`src/positional_array_insert_delete_search_macros.svh`:
```
// ----------------------------------------------------------------------------
// Positional array assertion macros
// Shared concurrent assertion forms, clocked on clk_i, off during reset.
// ----------------------------------------------------------------------------
`ifndef POSITIONAL_ARRAY_INSERT_DELETE_SEARCH_MACROS_SVH
`define POSITIONAL_ARRAY_INSERT_DELETE_SEARCH_MACROS_SVH

// Check that a condition holds at every clock edge.
`define PA_ASSERT(label, cond, msg) \
  label: assert property (@(posedge clk_i) disable iff (!rst_ni) (cond)) \
    else $error(msg);

// Check that a consequent holds whenever the antecedent holds.
`define PA_ASSERT_IMPL(label, ante, cons, msg) \
  label: assert property (@(posedge clk_i) disable iff (!rst_ni) (ante) |-> (cons)) \
    else $error(msg);

`endif

```
`src/posarr_pkg.sv`:
```
// ----------------------------------------------------------------------------
// Positional array package
// Operation, status and cell command codes, field widths and cell control.
// ----------------------------------------------------------------------------
`default_nettype none

package posarr_pkg;

  localparam int DEPTH_DEFAULT = 128;
  localparam int WORD_W        = 32;
  localparam int IDX_W         = 7;
  localparam int CNT_W         = 8;
  localparam int OP_W          = 3;
  localparam int ST_W          = 3;

  typedef enum logic [OP_W-1:0] {
    OP_CLEAR  = 3'd0,
    OP_APPEND = 3'd1,
    OP_INSERT = 3'd2,
    OP_DELETE = 3'd3,
    OP_SEARCH = 3'd4,
    OP_READ   = 3'd5
  } op_e;

  typedef enum logic [ST_W-1:0] {
    ST_OK       = 3'd0,
    ST_FULL     = 3'd1,
    ST_BADIDX   = 3'd2,
    ST_NOTFOUND = 3'd3,
    ST_EMPTY    = 3'd4
  } status_e;

  typedef enum logic [2:0] {
    CMD_HOLD   = 3'd0,
    CMD_APPEND = 3'd1,
    CMD_INSERT = 3'd2,
    CMD_DELETE = 3'd3,
    CMD_LOAD   = 3'd4,
    CMD_SHIFT  = 3'd5
  } cell_cmd_e;

  typedef enum logic {
    S_IDLE = 1'b0,
    S_SCAN = 1'b1
  } state_e;

  typedef struct packed {
    cell_cmd_e         cmd;
    logic [WORD_W-1:0] value;
  } cell_ctrl_t;

endpackage

`default_nettype wire

```
`src/posarr_cell.sv`:
```
// ----------------------------------------------------------------------------
// Positional array cell
// Holds one entry and one scan copy; shifts with its neighbors on command.
// ----------------------------------------------------------------------------
`default_nettype none

module posarr_cell #(
  parameter int CW  = 8,
  parameter int POS = 0
) (
  input  wire                        clk_i,
  input  posarr_pkg::cell_ctrl_t     ctrl_i,
  input  wire  [CW-1:0]              pos_i,
  input  wire  [posarr_pkg::WORD_W-1:0] left_i,
  input  wire  [posarr_pkg::WORD_W-1:0] right_i,
  input  wire  [posarr_pkg::WORD_W-1:0] scan_right_i,
  output logic [posarr_pkg::WORD_W-1:0] entry_o,
  output logic [posarr_pkg::WORD_W-1:0] scan_o
);
  import posarr_pkg::*;

  localparam logic [CW-1:0] MyPos = CW'(POS);

  logic [WORD_W-1:0] entry_q, entry_d;
  logic [WORD_W-1:0] scan_q, scan_d;

  always_comb begin
    entry_d = entry_q;
    scan_d  = scan_q;
    case (ctrl_i.cmd)
      CMD_APPEND: begin
        if (MyPos == pos_i) entry_d = ctrl_i.value;
      end
      CMD_INSERT: begin
        if (MyPos > pos_i) begin
          entry_d = left_i;
        end else if (MyPos == pos_i) begin
          entry_d = ctrl_i.value;
        end
      end
      CMD_DELETE: begin
        if (MyPos >= pos_i) entry_d = right_i;
      end
      CMD_LOAD:  scan_d = entry_q;
      CMD_SHIFT: scan_d = scan_right_i;
      default: ;
    endcase
  end

  always_ff @(posedge clk_i) begin
    entry_q <= entry_d;
    scan_q  <= scan_d;
  end

  assign entry_o = entry_q;
  assign scan_o  = scan_q;

endmodule

`default_nettype wire

```
`config.mk`:
```
export PLATFORM = sky130hd
export DESIGN_NAME = posarr_cell
export DESIGN_NICKNAME = d
export VERILOG_FILES = /design/src/positional_array_insert_delete_search_macros.svh /design/src/posarr_pkg.sv /design/src/posarr_cell.sv
export SDC_FILE = /design/constraint.sdc
export NUM_CORES = 1
export LEC_CHECK = 0
export ABC_AREA = 0
export ABC_CLOCK_PERIOD_IN_PS = 3900
export BUFFER_PORTS_ARGS = -buffer_cell sky130_fd_sc_hd__buf_2
export CAP_MARGIN = 10
export CORE_UTILIZATION = 42
export DETAILED_ROUTE_END_ITERATION = 8
export PLACE_DENSITY_LB_ADDON = 0.2
export SYNTH_ARGS = -nofsm -noshare
export SYNTH_HDL_FRONTEND = slang
export SYNTH_SLANG_ARGS = --single-unit
```
`constraint.sdc`:
```
create_clock -name clk_i -period 3.9 [get_ports clk_i]
set_input_delay 0.585 -clock clk_i [delete_from_list [all_inputs] [get_ports clk_i]]
set_output_delay 0.585 -clock clk_i [all_outputs]
set_load 0.02 [all_outputs]
```
Word-level counts from Yosys, hierarchy flattened
Cells that the tools add are included.
W data, S select, Z words.
{"block": "word_totals", "regBits": 64, "latch_bits": 0, "mem_bits_rw": 0, "mem_bits_ro": 0, "word_cells": 19, "mem_count": 0}
{"block": "classes", "addsub": 0, "n_mul": 0, "n_div": 0, "order_cmp": 2, "eq_ne": 6, "shifts": 0, "n_mux": 5, "bitwise_logic": 0, "reduce_logical": 4}
{"cell": "$mux W32", "count": 3}
{"cell": "$pmux W32 S3", "count": 1}
{"cell": "$pmux W32 S2", "count": 1}
{"cell": "$ge A1 B8 Y1 const A", "count": 1}
{"cell": "$gt A1 B8 Y1 const A", "count": 1}
{"cell": "$logic_not A8 Y1", "count": 1}
{"cell": "$eq A3 B2 Y1 const B", "count": 2}
{"cell": "$eq A3 B3 Y1 const B", "count": 2}
{"cell": "$eq A3 B1 Y1 const B", "count": 1}
{"cell": "$reduce_bool A3 Y1", "count": 1}
{"cell": "$ne A2 B2 Y1 const B", "count": 1}
{"cell": "$reduce_and A2 Y1", "count": 1}
{"cell": "$reduce_bool A2 Y1", "count": 1}

Logic depth before layout (Yosys ltp)
{"block": "logic_depth", "word_depth": 4, "mapped_depth": 5, "depth_no_buf": 3}

Least setup slack after synthesis
Ideal clock, no wire load.
{"block": "synth_timing", "kind": "in2reg", "startpoint": "input ctrl_i[33] in the netlist's numbering", "endpoint": "register scan_q[10] (netlist: scan_o[10]), data pin", "t_arrival_ns": 2.992, "required_ns": 3.638, "setup_slack_ns": 0.646, "path_stages": 4, "path_buffers": 1, "path_cell_list": "nor2b_1 nand2_1 buf_2 mux2_1"}
{"block": "synth_between", "elab_chain_cells": 2, "elab_cells_between_ends": 3, "classes_between": "eq/ne (2); mux (1)"}
{"element": "from (decl)", "line_no": "posarr_cell.sv:12", "source": "input posarr_pkg::cell_ctrl_t ctrl_i,"}
{"element": "$eq A3 B3 Y1", "line_no": "posarr_cell.sv:30", "source": "case (ctrl_i.cmd)"}
{"element": "$pmux W32 S2 *", "line_no": "posarr_cell.sv:30"}
{"element": "net scan_d[10]", "line_no": "posarr_cell.sv:25", "source": "logic [WORD_W-1:0] scan_q, scan_d;"}
{"element": "to (signal assigned)", "line_no": "posarr_cell.sv:52", "source": "scan_q <= scan_d;"}
{"element": "to (decl)", "line_no": "posarr_cell.sv:25"}
The timed path passes the listed nets; every way through them passes the cells marked *.
A chain may end at the register's enable or synchronous reset.

Final worst setup path
{"block": "layout_timing", "startpoint": "input pos_i[0]", "endpoint": "register entry_q[7] (netlist: entry_o[7]), enable pin"}
{"block": "layout_between", "elab_chain_cells": 3}
{"element": "from (decl)", "line_no": "posarr_cell.sv:13", "source": "input wire [CW-1:0] pos_i,"}
{"element": "$ge A1 B8 Y1", "line_no": "posarr_cell.sv:42", "source": "if (MyPos >= pos_i) entry_d = right_i;"}
{"element": "$ne A2 B2 Y1 (no source line)"}
{"element": "$reduce_and A2 Y1 (no source line)"}
{"element": "to (signal assigned)", "line_no": "posarr_cell.sv:51", "source": "entry_q <= entry_d;"}
{"element": "to (decl)", "line_no": "posarr_cell.sv:24", "source": "logic [WORD_W-1:0] entry_q, entry_d;"}
No other way between the ends.

==> flow_summary_export.csv <==
group,metric,value,unit
sta,final-setup-viol-count,0,
job,cap_violations,0,
cts,cts_tree,"done",
worst_setup_path,critPathMaxStageDelay,610,ps
finish,synthToLayoutAreaGrowth,35.68,%
yosys,syn_area,3146,µm²
global_route,antenna_found_initial,0,
place,dp_cells,511,
worst_setup_path,cpLargestDelayFamily,"simple AND/OR/NAND/NOR gates",
die,die_w,88.54,µm
global_route,grt_pass1_vias,2572,
sta,layout_setup_ws,1937,ps
yosys,synth_adder_area_share,0,
yosys,yosys_warnings,0,
route,drt_iter0_drc,128,
yosys,synthMuxAreaShare,0.1146,
route,vias_per_cell,5.252,
place,port_buffers,171,
yosys,synth-seq-cells,64,
route,vias,2768,
sta,finClkSkew,8.453,ps
die,die_h,88.54,µm
cts,clk_pin_slew_worst_paths,80,ps
yosys,syn-mean-instance-area,12.24,µm²
worst_setup_path,path_buf_inv,2,
cts,cts-htree-levels,3,
route,wl,8427,µm
worst_setup_path,cp.required,3940,ps
hold_path,min_from,"scan_right_i[5]",
route,first_pass_iters,4,
finish,fin_cells,527,
sta,hold_viol,0,
sta,tns,0,ps
global_route,overflow,0,
route,drc,0,
die,initial_core_util,0.4337,
worst_setup_path,crit_fanout,18,
worst_setup_path,critPathLaunch,"pos_i[0]",
yosys,synthCells,257,
die,num_rows,31,
place,dpl.hpwl,5698,µm
finish,layout.nets,563,
cts,hold_buffers,0,
die,ios,204,
hold_path,hold_path.class,"primary input to flip-flop",
cts,cts_buffers,9,
cts,postCtsSetupBuffers,0,
place,finalWeightedCongestion,0.7338,
worst_setup_path,start_kind,"primary input",
worst_setup_path,critPathKind,"primary input to flip-flop",
worst_setup_path,critical_path.cell_chain,"buf_2 > nor4_4 > a21oi_1 > nor3_4 > buf_12",
worst_setup_path,critPathSlowestCell,"nor3_4",
die,die_area,7839,µm²
global_route,track_usage,0.2170,
sta,max_freq,509.3,MHz
global_route,grt_pass1_wl,12610,µm
cts,clock_path_buffers,2,
finish,fin_util,0.5884,
place,pre_cts_ws,1557,ps
yosys,synth_top_family_by_area,"compound AO/OA/AOI/OAI gates",
power_and_ir_drop,powerDensity,377.9,nW/µm²
sta,fin_crit_sh,0.5035,
worst_setup_path,cp.arrival,2000,ps
worst_setup_path,worstSetupEndpointType,"flip-flop",
route,ant_nets,0,
power_and_ir_drop,p_leak,1.716,nW
sta,post-route-min-period,1963,ps
die,core,7253,µm²
cts,cts_sinks,64,
sta,slew_headroom,0.4597,
global_route,grt_max_degree,36,
yosys,synth_compound_area_frac,0.1161,
yosys,synth_xor_area_frac,0,
sta,worst_pin_slew,807.5,ps
cts,root_buffer,"clkbuf_8",
finish,layout_commonest_cell,"buf_2",
finish,drive_gt1_frac,0.5093,
yosys,syn_nets,397,
sta,drv_slew,0,
worst_setup_path,r2r_start,"entry_o[14]",
sta,rsz0062_at_grt,"false",
yosys,seq_area_frac_synth,0.6110,
yosys,synth_cell_types,19,
route,routed_wire_length_per_instance,15.99,µm
finish,final_cell_mix,"171 x buf_2, 64 x edfxtp_1, 33 x nor2_1, 32 x nand3_1, 32 x a31oi_1",
cts,cts_resized,0,
cts,clock_latency,330,ps
power_and_ir_drop,ir_worst_vdd,0.1782,mV
outcome,outcome,"complete, no violations",
finish,antenna_cells,0,
yosys,synth_simple_gate_area_share,0.1154,
## power by group
group          switching (mW)  internal, mW
Combinational           0.135         0.104
Sequential             0.0181         0.806
Clock                   0.256         0.293
## registers in the layout, summed over array words and instances (netlist names)
| name | count |
|---|---|
| entry_o | 32 |
| scan_o | 32 |
## area by class of cell
| type | count | area (µm²) |
|---|---|---|
| Clock inverter | 6 | 58.81 |
| Multi-Input combinational cell | 171 | 1122 |
| Timing Repair Buffer | 177 | 913.4 |
| Clock buffer | 10 | 127.6 |
| Sequential cell | 64 | 1922 |
| Fill cell | 651 | 2985 |
| Tap cell | 99 | 123.9 |
## path summary, 6_finish.rpt
| kind | endpoint | cells past startpoint | slack, ps |
|---|---|---|---|
| hold reg to reg | scan_o[5] | 1 | 600 |
| hold / removal | scan_o[5] | 2 | 520 |
| setup / recovery | entry_o[7] | 5 | 1940 |
| setup reg to reg | scan_o[14] | 1 | 2900 |
## metrics by stage
stage	hold slack [ps]	cell area, µm²	power [mW]
6_report	524.3	4268	1.613
5_1_grt	517.3	4268	1.683
4_1_cts	508.9	4268	1.632
3_5_place_dp	580.2	4081	1.080
3_3_place_gp	577.3	4081	1.072
2_1_floorplan	710.3	3146	0.9662
## per-layer routing
layer / GRT usage / vias up / wire [µm]
li1: - / 1328 / -
met1: 0.2748 / 1315 / 3515
met2: 0.3552 / 117 / 4251
met3: 0.05970 / 8 / 573
met4: 0.08211 / 0 / 87
met5: 0 / - / 0
## logic make-up (layout without fill, tap and decap cells)
logic type             Yosys count  after routing
buffers and inverters           22            193
flip-flops                      64             64
multiplexers                    32             32
AO/OA/AOI/OAI                   65             65
AND/OR/NAND/NOR                 74             74
## synth_stat cells
library cell  instances  share of area
nand3b_1              1         0.0024
edfxtp_1             64           0.61
mux2_2               19          0.068
nor4_2                2         0.0080
buf_4                 6          0.014
nor2b_1               1         0.0020
mux2_1               13          0.047
o21ai_0               2         0.0032
or4_4                 2         0.0072
buf_2                 6         0.0095
o21ai_1              30          0.048
nand3_1              32          0.051
a31oi_1              32          0.064
clkbuf_1              7         0.0084
nand2_1               2         0.0024
a21oi_1               1         0.0016
nor3_2                1         0.0032
buf_6                 3          0.011
nor2_1               33          0.039
No activity file was read; power rests on OpenSTA's default activity.
